## config.mk

```make
export PLATFORM = sky130hd
export DESIGN_NAME = i2c_master_bit_sequencer_core
export DESIGN_NICKNAME = d
export VERILOG_FILES = /design/src/rtl/core/i2c_mbs_pkg.sv /design/src/rtl/core/i2c_master_bit_sequencer_core.sv /design/src/rtl/core/i2c_mbs_front.sv /design/src/rtl/core/i2c_mbs_queue.sv /design/src/rtl/core/i2c_mbs_back.sv
export SDC_FILE = /design/constraint.sdc
export NUM_CORES = 1
export LEC_CHECK = 0
export ABC_AREA = 1
export BUFFER_PORTS_ARGS = -buffer_cell sky130_fd_sc_hd__clkbuf_2
export CAP_MARGIN = 40
export CORE_MARGIN = 4
export CORE_UTILIZATION = 25
export DETAILED_ROUTE_END_ITERATION = 12
export PLACE_DENSITY = 0.44
export SLEW_MARGIN = 40
export SYNTH_ARGS = -nofsm -noshare
export SYNTH_HDL_FRONTEND = slang
export SYNTH_HIERARCHICAL = 1
export SYNTH_SLANG_ARGS = --single-unit
export TNS_END_PERCENT = 20
```

## constraint.sdc

```tcl
create_clock -name clk_i -period 3.1 [get_ports clk_i]
set_clock_uncertainty 0.05 [all_clocks]
set_input_delay 0 -clock clk_i [delete_from_list [all_inputs] [get_ports clk_i]]
set_output_delay 0 -clock clk_i [all_outputs]
set_load 0.005 [all_outputs]
```

## src/rtl/core/i2c_mbs_pkg.sv

```systemverilog
// Package with the shared types and constants of the I2C master bit sequencer.
`default_nettype none
package i2c_mbs_pkg;

  localparam int unsigned PhaseW = 10;
  localparam int unsigned ByteW  = 8;
  localparam int unsigned CntW   = 4;
  localparam int unsigned OpW    = 3;

  localparam logic [PhaseW-1:0] HalfPhaseReset = 10'd2;
  localparam logic [CntW-1:0]   BitsPerByte    = 4'd8;

  typedef enum logic [OpW-1:0] {
    CMD_NONE  = 3'd0,
    CMD_START = 3'd1,
    CMD_STOP  = 3'd2,
    CMD_WRITE = 3'd3,
    CMD_READ  = 3'd4
  } cmd_e;

  typedef enum logic [4:0] {
    ST_W_BIT  = 5'd0,
    ST_W_RISE = 5'd1,
    ST_W_FALL = 5'd2,
    ST_A_REL  = 5'd3,
    ST_A_HOLD = 5'd4,
    ST_A_CHK  = 5'd5,
    ST_W_END  = 5'd6,
    ST_R_RISE = 5'd12,
    ST_R_FALL = 5'd13,
    ST_R_ACK  = 5'd14,
    ST_R_END  = 5'd15,
    ST_P_LOW  = 5'd20,
    ST_P_RISE = 5'd21,
    ST_P_SDA  = 5'd22,
    ST_P_END  = 5'd23,
    ST_S_RISE = 5'd24,
    ST_S_SDA  = 5'd25,
    ST_S_FALL = 5'd26,
    ST_S_END  = 5'd27,
    ST_IDLE   = 5'd31
  } step_e;

  typedef struct packed {
    cmd_e             cmd;
    logic [ByteW-1:0] data;
    logic             ack;
    logic             sda;
  } tick_t;

endpackage
`default_nettype wire

```

## src/rtl/core/i2c_master_bit_sequencer_core.sv

```systemverilog
// Top level of the I2C master bit sequencer: front end, item queue and back end.
`default_nettype none
// Each input item is one bus tick. It carries the sampled SDA level and an
// optional command (start, stop, write byte, read byte). A command is only
// taken when the sequencer is idle at that tick; otherwise it is dropped.
// Every input item produces exactly one result item with the SCL and SDA
// drive, the busy and done flags, the last read byte and the ack status.
//
// The front end decodes the operation code and pushes the item into a short
// queue; the back end pops one item per cycle, advances the phase sequencer
// and holds the result in its state registers, which serve as the output
// register. Each item is registered in a queue entry, then in the state
// registers; the block sustains one item per cycle, a rate set by the back
// end, which retires one queued item in every cycle its result slot is free.
//
// When the receiver stalls, the result holds and the back end stops; the
// queue soaks up QUEUE_DEPTH more items before in_stall_o rises. Reset clears
// the sequencer to idle with SCL and SDA driven high and the queue empty, and
// loads a phase length of two ticks (zero acts as one). The user must write
// the phase length register via cfg_we_i only while idle; it is not enforced.
module i2c_master_bit_sequencer_core #(
  parameter int unsigned QUEUE_DEPTH = 2
) (
  input  wire logic                           clk_i,
  input  wire logic                           rst_ni,
  input  wire logic                           cfg_we_i,
  input  wire logic [i2c_mbs_pkg::PhaseW-1:0] cfg_wdata_i,
  input  wire logic                           in_valid_i,
  output      logic                           in_stall_o,
  input  wire logic [i2c_mbs_pkg::OpW-1:0]    operation_i,
  input  wire logic [i2c_mbs_pkg::ByteW-1:0]  write_data_i,
  input  wire logic                           send_ack_i,
  input  wire logic                           sda_in_i,
  output      logic                           out_valid_o,
  input  wire logic                           out_stall_i,
  output      logic                           scl_level_o,
  output      logic                           sda_output_enable_o,
  output      logic                           sda_level_o,
  output      logic                           busy_res_o,
  output      logic                           done_res_o,
  output      logic [i2c_mbs_pkg::ByteW-1:0]  read_byte_o,
  output      logic                           status_o
);

  i2c_mbs_pkg::tick_t push_tick, pop_tick;
  logic q_full, q_push, q_valid, q_pop;

  i2c_mbs_front u_front (
    .operation_i  (operation_i),
    .write_data_i (write_data_i),
    .send_ack_i   (send_ack_i),
    .sda_in_i     (sda_in_i),
    .in_valid_i   (in_valid_i),
    .q_full_i     (q_full),
    .in_stall_o   (in_stall_o),
    .q_push_o     (q_push),
    .q_tick_o     (push_tick)
  );

  i2c_mbs_queue #(
    .DEPTH (QUEUE_DEPTH)
  ) u_queue (
    .clk_i       (clk_i),
    .rst_ni      (rst_ni),
    .push_i      (q_push),
    .push_tick_i (push_tick),
    .pop_i       (q_pop),
    .full_o      (q_full),
    .valid_o     (q_valid),
    .pop_tick_o  (pop_tick)
  );

  i2c_mbs_back u_back (
    .clk_i               (clk_i),
    .rst_ni              (rst_ni),
    .cfg_we_i            (cfg_we_i),
    .cfg_wdata_i         (cfg_wdata_i),
    .q_valid_i           (q_valid),
    .q_tick_i            (pop_tick),
    .q_pop_o             (q_pop),
    .out_valid_o         (out_valid_o),
    .out_stall_i         (out_stall_i),
    .scl_level_o         (scl_level_o),
    .sda_output_enable_o (sda_output_enable_o),
    .sda_level_o         (sda_level_o),
    .busy_res_o          (busy_res_o),
    .done_res_o          (done_res_o),
    .read_byte_o         (read_byte_o),
    .status_o            (status_o)
  );

endmodule
`default_nettype wire

```

## src/rtl/core/i2c_mbs_front.sv

```systemverilog
// Front end: takes input items and decodes the operation code into a command.
`default_nettype none
module i2c_mbs_front (
  input  wire logic [i2c_mbs_pkg::OpW-1:0]   operation_i,
  input  wire logic [i2c_mbs_pkg::ByteW-1:0] write_data_i,
  input  wire logic                          send_ack_i,
  input  wire logic                          sda_in_i,
  input  wire logic                          in_valid_i,
  input  wire logic                          q_full_i,
  output      logic                          in_stall_o,
  output      logic                          q_push_o,
  output      i2c_mbs_pkg::tick_t            q_tick_o
);

  i2c_mbs_pkg::cmd_e cmd;

  // Codes outside the command set become a plain tick.
  always_comb begin
    case (operation_i)
      i2c_mbs_pkg::CMD_START: cmd = i2c_mbs_pkg::CMD_START;
      i2c_mbs_pkg::CMD_STOP:  cmd = i2c_mbs_pkg::CMD_STOP;
      i2c_mbs_pkg::CMD_WRITE: cmd = i2c_mbs_pkg::CMD_WRITE;
      i2c_mbs_pkg::CMD_READ:  cmd = i2c_mbs_pkg::CMD_READ;
      default:                cmd = i2c_mbs_pkg::CMD_NONE;
    endcase
  end

  assign in_stall_o    = q_full_i;
  assign q_push_o      = in_valid_i && !q_full_i;
  assign q_tick_o.cmd  = cmd;
  assign q_tick_o.data = write_data_i;
  assign q_tick_o.ack  = send_ack_i;
  assign q_tick_o.sda  = sda_in_i;

endmodule
`default_nettype wire

```

## src/rtl/core/i2c_mbs_queue.sv

```systemverilog
// Short flip-flop queue of decoded items between the front and back ends.
`default_nettype none
module i2c_mbs_queue #(
  parameter int unsigned DEPTH = 2
) (
  input  wire logic               clk_i,
  input  wire logic               rst_ni,
  input  wire logic               push_i,
  input  wire i2c_mbs_pkg::tick_t push_tick_i,
  input  wire logic               pop_i,
  output      logic               full_o,
  output      logic               valid_o,
  output      i2c_mbs_pkg::tick_t pop_tick_o
);

  localparam int unsigned PtrW = (DEPTH > 1) ? $clog2(DEPTH) : 1;
  localparam int unsigned CntW = $clog2(DEPTH + 1);
  localparam logic [PtrW-1:0] LastPtr = PtrW'(DEPTH - 1);
  localparam logic [CntW-1:0] FullCnt = CntW'(DEPTH);

  i2c_mbs_pkg::tick_t entry_q [DEPTH];
  logic [PtrW-1:0] wptr_q, wptr_d, rptr_q, rptr_d;
  logic [CntW-1:0] cnt_q, cnt_d;

  always_comb begin
    wptr_d = wptr_q;
    rptr_d = rptr_q;
    cnt_d  = cnt_q;
    if (push_i) begin
      wptr_d = (wptr_q == LastPtr) ? '0 : wptr_q + 1'b1;
    end
    if (pop_i) begin
      rptr_d = (rptr_q == LastPtr) ? '0 : rptr_q + 1'b1;
    end
    if (push_i && !pop_i) begin
      cnt_d = cnt_q + 1'b1;
    end else if (pop_i && !push_i) begin
      cnt_d = cnt_q - 1'b1;
    end
  end

  always_ff @(posedge clk_i or negedge rst_ni) begin
    if (!rst_ni) begin
      wptr_q <= '0;
      rptr_q <= '0;
      cnt_q  <= '0;
    end else begin
      wptr_q <= wptr_d;
      rptr_q <= rptr_d;
      cnt_q  <= cnt_d;
    end
  end

  always_ff @(posedge clk_i) begin
    if (push_i) begin
      entry_q[wptr_q] <= push_tick_i;
    end
  end

  assign full_o     = (cnt_q == FullCnt);
  assign valid_o    = (cnt_q != '0);
  assign pop_tick_o = entry_q[rptr_q];

endmodule
`default_nettype wire

```

## src/rtl/core/i2c_mbs_back.sv

```systemverilog
// Back end: the bus phase sequencer, one tick per item, and the result register.
`default_nettype none
module i2c_mbs_back (
  input  wire logic                             clk_i,
  input  wire logic                             rst_ni,
  input  wire logic                             cfg_we_i,
  input  wire logic [i2c_mbs_pkg::PhaseW-1:0]   cfg_wdata_i,
  input  wire logic                             q_valid_i,
  input  wire i2c_mbs_pkg::tick_t               q_tick_i,
  output      logic                             q_pop_o,
  output      logic                             out_valid_o,
  input  wire logic                             out_stall_i,
  output      logic                             scl_level_o,
  output      logic                             sda_output_enable_o,
  output      logic                             sda_level_o,
  output      logic                             busy_res_o,
  output      logic                             done_res_o,
  output      logic [i2c_mbs_pkg::ByteW-1:0]    read_byte_o,
  output      logic                             status_o
);

  i2c_mbs_pkg::step_e step_q, step_d;
  logic [i2c_mbs_pkg::CntW-1:0]   bit_q, bit_d, bit_inc;
  logic [i2c_mbs_pkg::ByteW-1:0]  shreg_q, shreg_d, rdhold_q, rdhold_d;
  logic [i2c_mbs_pkg::PhaseW-1:0] phase_q, phase_d, phase_inc, limit, half_q;
  logic ack_q, ack_d, scl_q, scl_d, sda_q, sda_d, sden_q, sden_d;
  logic status_q, status_d, done_q, done_d, fin;
  logic out_valid_q, advance;

  // The sequencer state only moves when the result slot is free or being taken.
  assign advance = q_valid_i && (!out_valid_q || !out_stall_i);
  assign q_pop_o = advance;

  assign limit     = (half_q == '0) ? 10'd1 : half_q;
  assign phase_inc = phase_q + 1'b1;
  assign bit_inc   = bit_q + 1'b1;

  always_comb begin
    step_d   = step_q;
    bit_d    = bit_q;
    shreg_d  = shreg_q;
    phase_d  = phase_q;
    ack_d    = ack_q;
    scl_d    = scl_q;
    sda_d    = sda_q;
    sden_d   = sden_q;
    status_d = status_q;
    rdhold_d = rdhold_q;
    fin      = 1'b0;
    if (step_q == i2c_mbs_pkg::ST_IDLE) begin
      if (q_tick_i.cmd != i2c_mbs_pkg::CMD_NONE) begin
        phase_d = '0;
        bit_d   = '0;
      end
      case (q_tick_i.cmd)
        i2c_mbs_pkg::CMD_START: begin
          sden_d = 1'b1;
          sda_d  = 1'b1;
          step_d = i2c_mbs_pkg::ST_S_RISE;
        end
        i2c_mbs_pkg::CMD_STOP: begin
          sden_d = 1'b1;
          scl_d  = 1'b0;
          step_d = i2c_mbs_pkg::ST_P_LOW;
        end
        i2c_mbs_pkg::CMD_WRITE: begin
          sden_d  = 1'b1;
          scl_d   = 1'b0;
          shreg_d = q_tick_i.data;
          step_d  = i2c_mbs_pkg::ST_W_BIT;
        end
        i2c_mbs_pkg::CMD_READ: begin
          sden_d  = 1'b0;
          sda_d   = 1'b1;
          scl_d   = 1'b0;
          shreg_d = '0;
          ack_d   = q_tick_i.ack;
          step_d  = i2c_mbs_pkg::ST_R_RISE;
        end
        default: ;
      endcase
    end else if (phase_inc >= limit) begin
      phase_d = '0;
      case (step_q)
        i2c_mbs_pkg::ST_W_BIT: begin
          sda_d   = shreg_q[i2c_mbs_pkg::ByteW-1];
          shreg_d = {shreg_q[i2c_mbs_pkg::ByteW-2:0], 1'b0};
          step_d  = i2c_mbs_pkg::ST_W_RISE;
        end
        i2c_mbs_pkg::ST_W_RISE: begin
          scl_d  = 1'b1;
          step_d = i2c_mbs_pkg::ST_W_FALL;
        end
        i2c_mbs_pkg::ST_W_FALL: begin
          bit_d = bit_inc;
          scl_d = 1'b0;
          if (bit_inc < i2c_mbs_pkg::BitsPerByte) begin
            step_d = i2c_mbs_pkg::ST_W_BIT;
          end else begin
            sden_d = 1'b0;
            sda_d  = 1'b1;
            step_d = i2c_mbs_pkg::ST_A_REL;
          end
        end
        i2c_mbs_pkg::ST_A_REL: begin
          scl_d  = 1'b1;
          step_d = i2c_mbs_pkg::ST_A_HOLD;
        end
        i2c_mbs_pkg::ST_A_HOLD: step_d = i2c_mbs_pkg::ST_A_CHK;
        i2c_mbs_pkg::ST_A_CHK: begin
          // A high SDA here is a NACK: flag it and fall into a stop.
          scl_d = 1'b0;
          if (q_tick_i.sda) begin
            status_d = 1'b1;
            sden_d   = 1'b1;
            step_d   = i2c_mbs_pkg::ST_P_LOW;
          end else begin
            status_d = 1'b0;
            step_d   = i2c_mbs_pkg::ST_W_END;
          end
        end
        i2c_mbs_pkg::ST_R_RISE: begin
          scl_d   = 1'b1;
          shreg_d = {shreg_q[i2c_mbs_pkg::ByteW-2:0], q_tick_i.sda};
          step_d  = i2c_mbs_pkg::ST_R_FALL;
        end
        i2c_mbs_pkg::ST_R_FALL: begin
          bit_d = bit_inc;
          scl_d = 1'b0;
          if (bit_inc < i2c_mbs_pkg::BitsPerByte) begin
            step_d = i2c_mbs_pkg::ST_R_RISE;
          end else begin
            sden_d = 1'b1;
            sda_d  = !ack_q;
            step_d = i2c_mbs_pkg::ST_R_ACK;
          end
        end
        i2c_mbs_pkg::ST_R_ACK: begin
          scl_d  = 1'b1;
          step_d = i2c_mbs_pkg::ST_R_END;
        end
        i2c_mbs_pkg::ST_R_END: begin
          scl_d    = 1'b0;
          rdhold_d = shreg_q;
          fin      = 1'b1;
        end
        i2c_mbs_pkg::ST_P_LOW: begin
          sda_d  = 1'b0;
          step_d = i2c_mbs_pkg::ST_P_RISE;
        end
        i2c_mbs_pkg::ST_P_RISE: begin
          scl_d  = 1'b1;
          step_d = i2c_mbs_pkg::ST_P_SDA;
        end
        i2c_mbs_pkg::ST_P_SDA: begin
          sda_d  = 1'b1;
          step_d = i2c_mbs_pkg::ST_P_END;
        end
        i2c_mbs_pkg::ST_S_RISE: begin
          scl_d  = 1'b1;
          step_d = i2c_mbs_pkg::ST_S_SDA;
        end
        i2c_mbs_pkg::ST_S_SDA: begin
          sda_d  = 1'b0;
          step_d = i2c_mbs_pkg::ST_S_FALL;
        end
        i2c_mbs_pkg::ST_S_FALL: begin
          scl_d  = 1'b0;
          step_d = i2c_mbs_pkg::ST_S_END;
        end
        default: fin = 1'b1;
      endcase
    end else begin
      phase_d = phase_inc;
    end
    if (fin) begin
      step_d = i2c_mbs_pkg::ST_IDLE;
    end
    done_d = fin;
  end

  always_ff @(posedge clk_i or negedge rst_ni) begin
    if (!rst_ni) begin
      step_q      <= i2c_mbs_pkg::ST_IDLE;
      bit_q       <= '0;
      shreg_q     <= '0;
      phase_q     <= '0;
      ack_q       <= 1'b0;
      scl_q       <= 1'b1;
      sda_q       <= 1'b1;
      sden_q      <= 1'b1;
      status_q    <= 1'b0;
      rdhold_q    <= '0;
      done_q      <= 1'b0;
      out_valid_q <= 1'b0;
      half_q      <= i2c_mbs_pkg::HalfPhaseReset;
    end else begin
      if (cfg_we_i) begin
        half_q <= cfg_wdata_i;
      end
      if (advance) begin
        step_q   <= step_d;
        bit_q    <= bit_d;
        shreg_q  <= shreg_d;
        phase_q  <= phase_d;
        ack_q    <= ack_d;
        scl_q    <= scl_d;
        sda_q    <= sda_d;
        sden_q   <= sden_d;
        status_q <= status_d;
        rdhold_q <= rdhold_d;
        done_q   <= done_d;
      end
      if (advance) begin
        out_valid_q <= 1'b1;
      end else if (!out_stall_i) begin
        out_valid_q <= 1'b0;
      end
    end
  end

  // The sequencer registers double as the result register.
  assign out_valid_o         = out_valid_q;
  assign scl_level_o         = scl_q;
  assign sda_output_enable_o = sden_q;
  assign sda_level_o         = sden_q ? sda_q : 1'b1;
  assign busy_res_o          = (step_q != i2c_mbs_pkg::ST_IDLE);
  assign done_res_o          = done_q;
  assign read_byte_o         = rdhold_q;
  assign status_o            = status_q;

endmodule
`default_nettype wire

```

Word-level counts from Yosys, hierarchy flattened --
Memory sizes are Yosys's and may differ from the RTL's. Cells that the tools add are included.
Operators by class: add/sub/neg operators 6, $lt $le $gt $ge 2, equal/unequal tests 36, muxes and demuxes 50, bitwise logic cells 1, reductions and logical operators 42
Operators with widths (count):
- 5-bit one-hot mux with 15 select lines | 1
- 10-bit two-way mux | 4
- 5-bit == test, second input constant | 7
- 8-bit one-hot mux with 2 select lines | 2
- 4-bit AND reduction | 6
- 1-bit two-way mux | 23
- 5-bit by 4-bit == test with 1-bit output, second input constant | 4
- 5-bit two-way mux | 4
- 5-bit one-hot mux with 4 select lines | 1
- 17-bit nonzero test | 1
- 4-bit two-way mux | 4
- 8-bit two-way mux | 2
- 15-bit OR reduction | 1
- 3-bit by 2-bit == test with 1-bit output, second input constant | 4
- 3-bit one-hot mux with 4 select lines | 1
- 3-bit nonzero test | 4
- 10-bit by 1-bit adder with 10-bit output, second input constant | 1
- 5-bit by 2-bit == test with 1-bit output, second input constant | 2
- 5-bit by 3-bit == test with 1-bit output, second input constant | 2
- 10-bit greater-or-equal comparator | 1
- 10-bit zero test | 1
- 2-bit two-way mux | 4
- 2-bit nonzero test | 4
- 7-bit AND reduction | 1
- 33 further kinds | 52
Word-level totals: register bits 56, RAM bits 26, bits of input ports 28, word-level logic and storage cells 154, memories 1
Memory list:
- u_queue.entry_q | words 2, bits a word 13, rd ports 1, clocked after Yosys merged registers in 0, write ports 1, line i2c_mbs_queue.sv:21 | i2c_mbs_pkg::tick_t entry_q [DEPTH];

Logic depth before layout (Yosys ltp) --
word-level depth 7, mapped depth 19, mapped depth without buffers 19

Modules after synthesis --
Netlist, hierarchy kept.
Modules (own cells, without submodules):
- i2c_mbs_back | times used 1, cells an instance 441, area an instance 3311.9 um^2
- i2c_mbs_queue | times used 1, cells an instance 65, area an instance 1144.8 um^2
- i2c_mbs_front | times used 1, cells an instance 20, area an instance 116.4 um^2

Least setup slack after synthesis --
Ideal clock, no wire load.
kind register to register, start reg u_back/phase_q[2] in the netlist's numbering, end reg u_back.rdhold_q (netlist bit u_back/read_byte_o[0]), library setup time 0.131 ns, arrival time 2.330 ns, path slack 0.589 ns, stages on the path, launching flop included 13, clock period less this slack 2.511 ns, cell sequence dfrtp_1 > inv_1 > nor2_1 > nand2_1 > nor3_1 > xor2_1 > ha_1 > a21o_1 > nor2_1 > nand3_1 > nand4_1 > clkbuf_1 > o21ai_0
On the way: longest elaborated chain between the ends 3
Ends and longest elaborated chain:
- from (decl) | line i2c_mbs_back.sv:25 | logic [i2c_mbs_pkg::PhaseW-1:0] phase_q, phase_d, phase_inc, limit, half_q;
- from (signal assigned) | line i2c_mbs_back.sv:205 | phase_q <= phase_d;
- 10-bit by 1-bit adder with 10-bit output | line i2c_mbs_back.sv:35 | assign phase_inc = phase_q + 1'b1;
- 10-bit greater-or-equal comparator | line i2c_mbs_back.sv:82 | end else if (phase_inc >= limit) begin
- 4-bit AND reduction (no source line)
- to (signal assigned) | line i2c_mbs_back.sv:211 | rdhold_q <= rdhold_d;
- to (decl) | line i2c_mbs_back.sv:24 | logic [i2c_mbs_pkg::ByteW-1:0] shreg_q, shreg_d, rdhold_q, rdhold_d;
Every way passes these cells. A chain may end at the register's enable or synchronous reset.

Worst setup path in the final report --
start reg u_back/phase_q[3] in the netlist's numbering, end reg u_back.step_q[1]
On the way: longest elaborated chain between the ends 6
Ends and longest elaborated chain:
- 10-bit by 1-bit adder with 10-bit output * | line i2c_mbs_back.sv:35
- 10-bit greater-or-equal comparator * | line i2c_mbs_back.sv:82
- 1-bit two-way mux | line i2c_mbs_back.sv:82
- 1-bit two-way mux | line i2c_mbs_back.sv:50 | if (step_q == i2c_mbs_pkg::ST_IDLE) begin
- 17-bit nonzero test (no source line) (tied with other cells)
- 4-bit AND reduction (no source line)
- to (signal assigned) | line i2c_mbs_back.sv:184 | step_q <= i2c_mbs_pkg::ST_IDLE;
- to (signal assigned) | line i2c_mbs_back.sv:202 | step_q <= step_d;
- to (decl) | line i2c_mbs_back.sv:22 | i2c_mbs_pkg::step_e step_q, step_d;
Mark *: on every way between the ends. The rest lies on a longest branch, timed or not.

==> flow_results.xml <==
<?xml version="1.0" encoding="UTF-8"?>
<metrics>
  <group name="clock_tree">
    <metric name="clock_tree.buffer_depth" unit="">2</metric>
    <metric name="clock-root-buffer" unit="">sky130_fd_sc_hd__clkbuf_16</metric>
    <metric name="ctsHtreeMaxLevel" unit="">3</metric>
    <metric name="cts_setup_buffers" unit="">0</metric>
    <metric name="tritoncts_buffer_count" unit="">9</metric>
    <metric name="clk_latency" unit="ns">0.34</metric>
    <metric name="clk_transition_reported_paths" unit="ns">0.06</metric>
    <metric name="cts.sinks" unit="">82</metric>
    <metric name="tritoncts_clock_tree" unit="">built</metric>
  </group>
  <group name="floorplanning">
    <metric name="rows" unit="">49</metric>
    <metric name="initial_utilization" unit="%">25.5</metric>
    <metric name="dieWidth" unit="um">143</metric>
    <metric name="core_region_area" unit="sq um">18000</metric>
    <metric name="chipHeight" unit="um">143</metric>
    <metric name="die_area" unit="sq um">20500</metric>
    <metric name="ioPinCount" unit="">44</metric>
  </group>
  <group name="critical_path">
    <metric name="cp_data_required_time" unit="ns">3.32</metric>
    <metric name="reg2reg_start" unit="">u_back/phase_q[3]$_DFFE_PN0P_</metric>
    <metric name="worst-endpoint-arrival" unit="ns">2.99</metric>
    <metric name="timing.reg2reg.setup_slack" unit="ns">0.34</metric>
    <metric name="r2r_end" unit="">u_back/step_q[1]$_DFFE_PN1P_</metric>
    <metric name="worst_setup_start_kind" unit="">flip-flop</metric>
    <metric name="reg2reg_depth" unit="">15</metric>
    <metric name="worstPathMaxFanout" unit="">8</metric>
    <metric name="critical_path_class" unit="">reg2reg</metric>
    <metric name="worstSetupEndpointType" unit="">flip-flop</metric>
  </group>
  <group name="global_route">
    <metric name="grt_first_pass_wirelength" unit="um">17400</metric>
    <metric name="grt_pass1_vias" unit="">3598</metric>
    <metric name="antenna_found_initial" unit="">0</metric>
    <metric name="largest_net_degree_at_the_start_of_global_routing" unit="">34</metric>
    <metric name="gr-total-overflow" unit="">0</metric>
    <metric name="track_usage" unit="%">10.7</metric>
  </group>
  <group name="min_path">
    <metric name="whs_endpoint" unit="">u_queue/wptr_q$_DFFE_PN0P_</metric>
    <metric name="worstHoldPathType" unit="">in2reg</metric>
    <metric name="worst_hold_path.num_cells" unit="">4</metric>
    <metric name="hold_path_startpoint" unit="">in_valid_i</metric>
  </group>
  <group name="sta">
    <metric name="grt_setup_unrepaired" unit="">false</metric>
    <metric name="hold_slack" unit="ns">0.0149</metric>
    <metric name="maxSlewViolCount" unit="">0</metric>
    <metric name="fmax" unit="MHz">362</metric>
    <metric name="finalSetupTns" unit="ns">0</metric>
    <metric name="timing.final.setup_violations" unit="">0</metric>
    <metric name="min_period" unit="ns">2.76</metric>
    <metric name="finalHoldViolations" unit="">0</metric>
    <metric name="tightestPinTransition" unit="ns">0.656</metric>
    <metric name="period_share" unit="%">89.1</metric>
    <metric name="slew_margin_rel" unit="%">56.2</metric>
  </group>
  <group name="synth">
    <metric name="synth.yosys.warnings" unit="">6</metric>
    <metric name="ys_top_cells_by_area" unit="">sky130_fd_sc_hd__dfrtp_1, sky130_fd_sc_hd__edfxtp_1, sky130_fd_sc_hd__nand2_1</metric>
    <metric name="synth.cell_area" unit="sq um">4570</metric>
    <metric name="netlist-cell-type-count" unit="">37</metric>
    <metric name="netlist.top_cell.by_area" unit="">sky130_fd_sc_hd__dfrtp_1</metric>
    <metric name="synthesis.nets" unit="">567</metric>
    <metric name="leading_cell_type_by_number_of_instances_after_synthesis" unit="">sky130_fd_sc_hd__nand2_1</metric>
    <metric name="synthesis.area_per_instance" unit="sq um">8.69</metric>
    <metric name="synth_enable_flop_cells" unit="">26</metric>
    <metric name="synth_ff_type" unit="">sky130_fd_sc_hd__dfrtp_1</metric>
    <metric name="seq_area_frac_synth" unit="%">48.0</metric>
    <metric name="syn-instance-count" unit="">526</metric>
    <metric name="synth_commonest_cells" unit="">sky130_fd_sc_hd__nand2_1, sky130_fd_sc_hd__inv_1, sky130_fd_sc_hd__dfrtp_1</metric>
    <metric name="synth_top_cell_area_share" unit="%">25.7</metric>
    <metric name="ys_ff_latch" unit="">82</metric>
    <metric name="synthArstFlopShare" unit="%">68.3</metric>
  </group>
  <group name="placed_design">
    <metric name="post_dp_cell_area" unit="sq um">4900</metric>
    <metric name="portBuffers" unit="">43</metric>
    <metric name="place.gp.congestion" unit="">0.868</metric>
    <metric name="hpwl" unit="um">7630</metric>
  </group>
  <group name="drt">
    <metric name="routed-via-count" unit="">3558</metric>
    <metric name="wl_per_cell" unit="um">12.5</metric>
    <metric name="drt-total-wl" unit="um">10200</metric>
    <metric name="detail_route.vias_per_cell" unit="">4.34</metric>
    <metric name="drt_pre_antenna_iters" unit="">5</metric>
    <metric name="drt_iter0_markers" unit="">180</metric>
    <metric name="drcViolationCount" unit="">0</metric>
    <metric name="final_antenna_net_count" unit="">0</metric>
  </group>
  <group name="cells_and_area">
    <metric name="fillers" unit="">1905</metric>
    <metric name="area.growth.synth_to_final" unit="%">19.3</metric>
    <metric name="num-nets-final" unit="">626</metric>
    <metric name="drive_above_1_share" unit="%">19.7</metric>
    <metric name="finalInstanceArea" unit="sq um">5450</metric>
    <metric name="insertedDiodeCount" unit="">0</metric>
  </group>
  <group name="pwr">
    <metric name="switching_share" unit="%">38.1</metric>
    <metric name="p_int" unit="mW">2.38</metric>
    <metric name="power.sequential.fraction" unit="%">40.2</metric>
    <metric name="net_load_switching_power" unit="mW">1.46</metric>
    <metric name="leakage" unit="nW">2.59</metric>
    <metric name="pwr_density_cell" unit="nW/um^2">706</metric>
    <metric name="power.share.combinational" unit="%">34.0</metric>
    <metric name="clkPwrFrac" unit="%">25.9</metric>
    <metric name="vdd_drop_max" unit="uV">324</metric>
  </group>
  <group name="run">
    <metric name="cap_viol_max_count" unit="">0</metric>
  </group>
  <group name="outcome">
    <metric name="outcome" unit="">complete, no violations</metric>
  </group>
</metrics>
-- cell families (layout without fill, tap and decap cells) --
group,Yosys count,in the layout,share of synthesized area [%]
mux,14,14,3.45
buf+inv,95,159,10.4
simple gates,244,244,23.6
fa+ha+maj,13,13,3.56
xor+xnor,8,8,1.53
flops,82,82,48.0
compound gates,70,70,9.52
-- state kept, by name (all words and copies together), names as in the netlist --
| signal | count |
|---|---|
| u_back/phase_q | 10 |
| u_back/out_valid_o | 1 |
| u_back/read_byte_o | 8 |
| u_back/shreg_q | 8 |
| u_queue/wptr_q | 1 |
| u_back/status_o | 1 |
| u_back/ack_q | 1 |
| u_back/done_res_o | 1 |
| u_queue/rptr_q | 1 |
| u_back/step_q | 5 |
| u_queue/cnt_q | 2 |
| u_back/sda_output_enable_o | 1 |
| u_back/half_q | 10 |
| u_back/scl_level_o | 1 |
| u_back/bit_q | 4 |
| u_back/sda_q | 1 |
| u_queue/entry_q | 26 |
-- worst max-delay path by stage --
| stage | startpoint | to | slack, ns | cells after the start |
|---|---|---|---|---|
| after floorplan | u_back/phase_q[2]$_DFFE_PN0P_ | u_back/read_byte_o[0]$_DFFE_PN0P_ | 0.59 | 12 |
| after global placement | u_back/phase_q[0]$_DFFE_PN0P_ | u_back/shreg_q[6]$_DFFE_PN0P_ | 0.36 | 14 |
| after detailed placement | u_back/phase_q[2]$_DFFE_PN0P_ | u_back/shreg_q[5]$_DFFE_PN0P_ | 0.23 | 14 |
| after CTS | u_back/phase_q[2]$_DFFE_PN0P_ | u_back/shreg_q[5]$_DFFE_PN0P_ | 0.21 | 14 |
| after global routing | u_back/phase_q[0]$_DFFE_PN0P_ | u_back/step_q[4]$_DFFE_PN1P_ | 0.05 | 18 |
| final | u_back/phase_q[3]$_DFFE_PN0P_ | u_back/step_q[1]$_DFFE_PN1P_ | 0.34 | 15 |
-- power by group through the flow --
stage / Combinational [mW] / Clock (mW) / Sequential, mW
floorplan: 1.07 / 0 / 1.47
global placement: 1.27 / 0 / 1.56
detailed placement: 1.27 / 0 / 1.57
CTS: 1.31 / 1.05 / 1.55
global route: 1.49 / 1.09 / 1.58
finish: 1.31 / 0.996 / 1.55
-- layout make-up --
class                      instances  area (sq um)  area share (%)
clock buffer                       9           225            4.13
clock inverter                     7          52.6           0.964
inverter                          71           267            4.89
multi-input combinational        349          1920            35.2
sequential                        82          2190            40.2
tap                              229           287            5.25
timing repair buffer              72           510            9.36
-- layer usage --
layer	global-route usage, %	vias to the layer above	share of wire (%)
li1	-	1828	-
met1	13.5	1648	46
met2	17.7	73	48
met3	2.95	9	4.6
met4	3.77	0	1.3
met5	0	-	0
-- cells in the final DEF, fill, tap and decap left out, drive strengths merged, types with 13 or more instances in the layout --
master,Yosys,layout
clkbuf,4,52
dfrtp,47,47
dlygate4sd3,0,26
edfxtp,26,26
ha,13,13
inv,71,74
mux2,14,14
nand2,147,147
nand3,35,35
nand4,14,14
nor2,42,42
o21ai,48,48
-- repair_timing --
action,CTS,global route
setup endpoints to repair,0,14
hold buffers,26,0
resized for setup,0,3
endpoints found under the hold margin,52,0
-- worst max-delay path, stage by stage (launching register included) --
cell	delay, ns
sky130_fd_sc_hd__dfrtp_1	0.41
sky130_fd_sc_hd__inv_1	0.10
sky130_fd_sc_hd__nor3_1	0.20
sky130_fd_sc_hd__nand2_1	0.12
sky130_fd_sc_hd__nor3_2	0.15
sky130_fd_sc_hd__xor2_1	0.21
sky130_fd_sc_hd__ha_1	0.28
sky130_fd_sc_hd__a21o_1	0.19
sky130_fd_sc_hd__nor2_1	0.17
sky130_fd_sc_hd__nand3_1	0.18
sky130_fd_sc_hd__nand2_1	0.18
sky130_fd_sc_hd__nand2_4	0.13
sky130_fd_sc_hd__nand2_2	0.15
sky130_fd_sc_hd__inv_2	0.07
sky130_fd_sc_hd__nand2_1	0.06
sky130_fd_sc_hd__nand2_1	0.05
-- through the flow --
stage	power, mW	setup slack (ns)	cells	utilization (%)
2_1_floorplan	2.54	0.589	526	-
3_3_place_gp	2.83	0.356	777	27.3
3_5_place_dp	2.84	0.229	777	27.3
4_1_cts	3.91	0.211	819	30.3
5_1_grt	4.16	0.0487	819	30.4
6_report	3.85	0.338	819	30.4
Power figures use the tool's default switching activity.
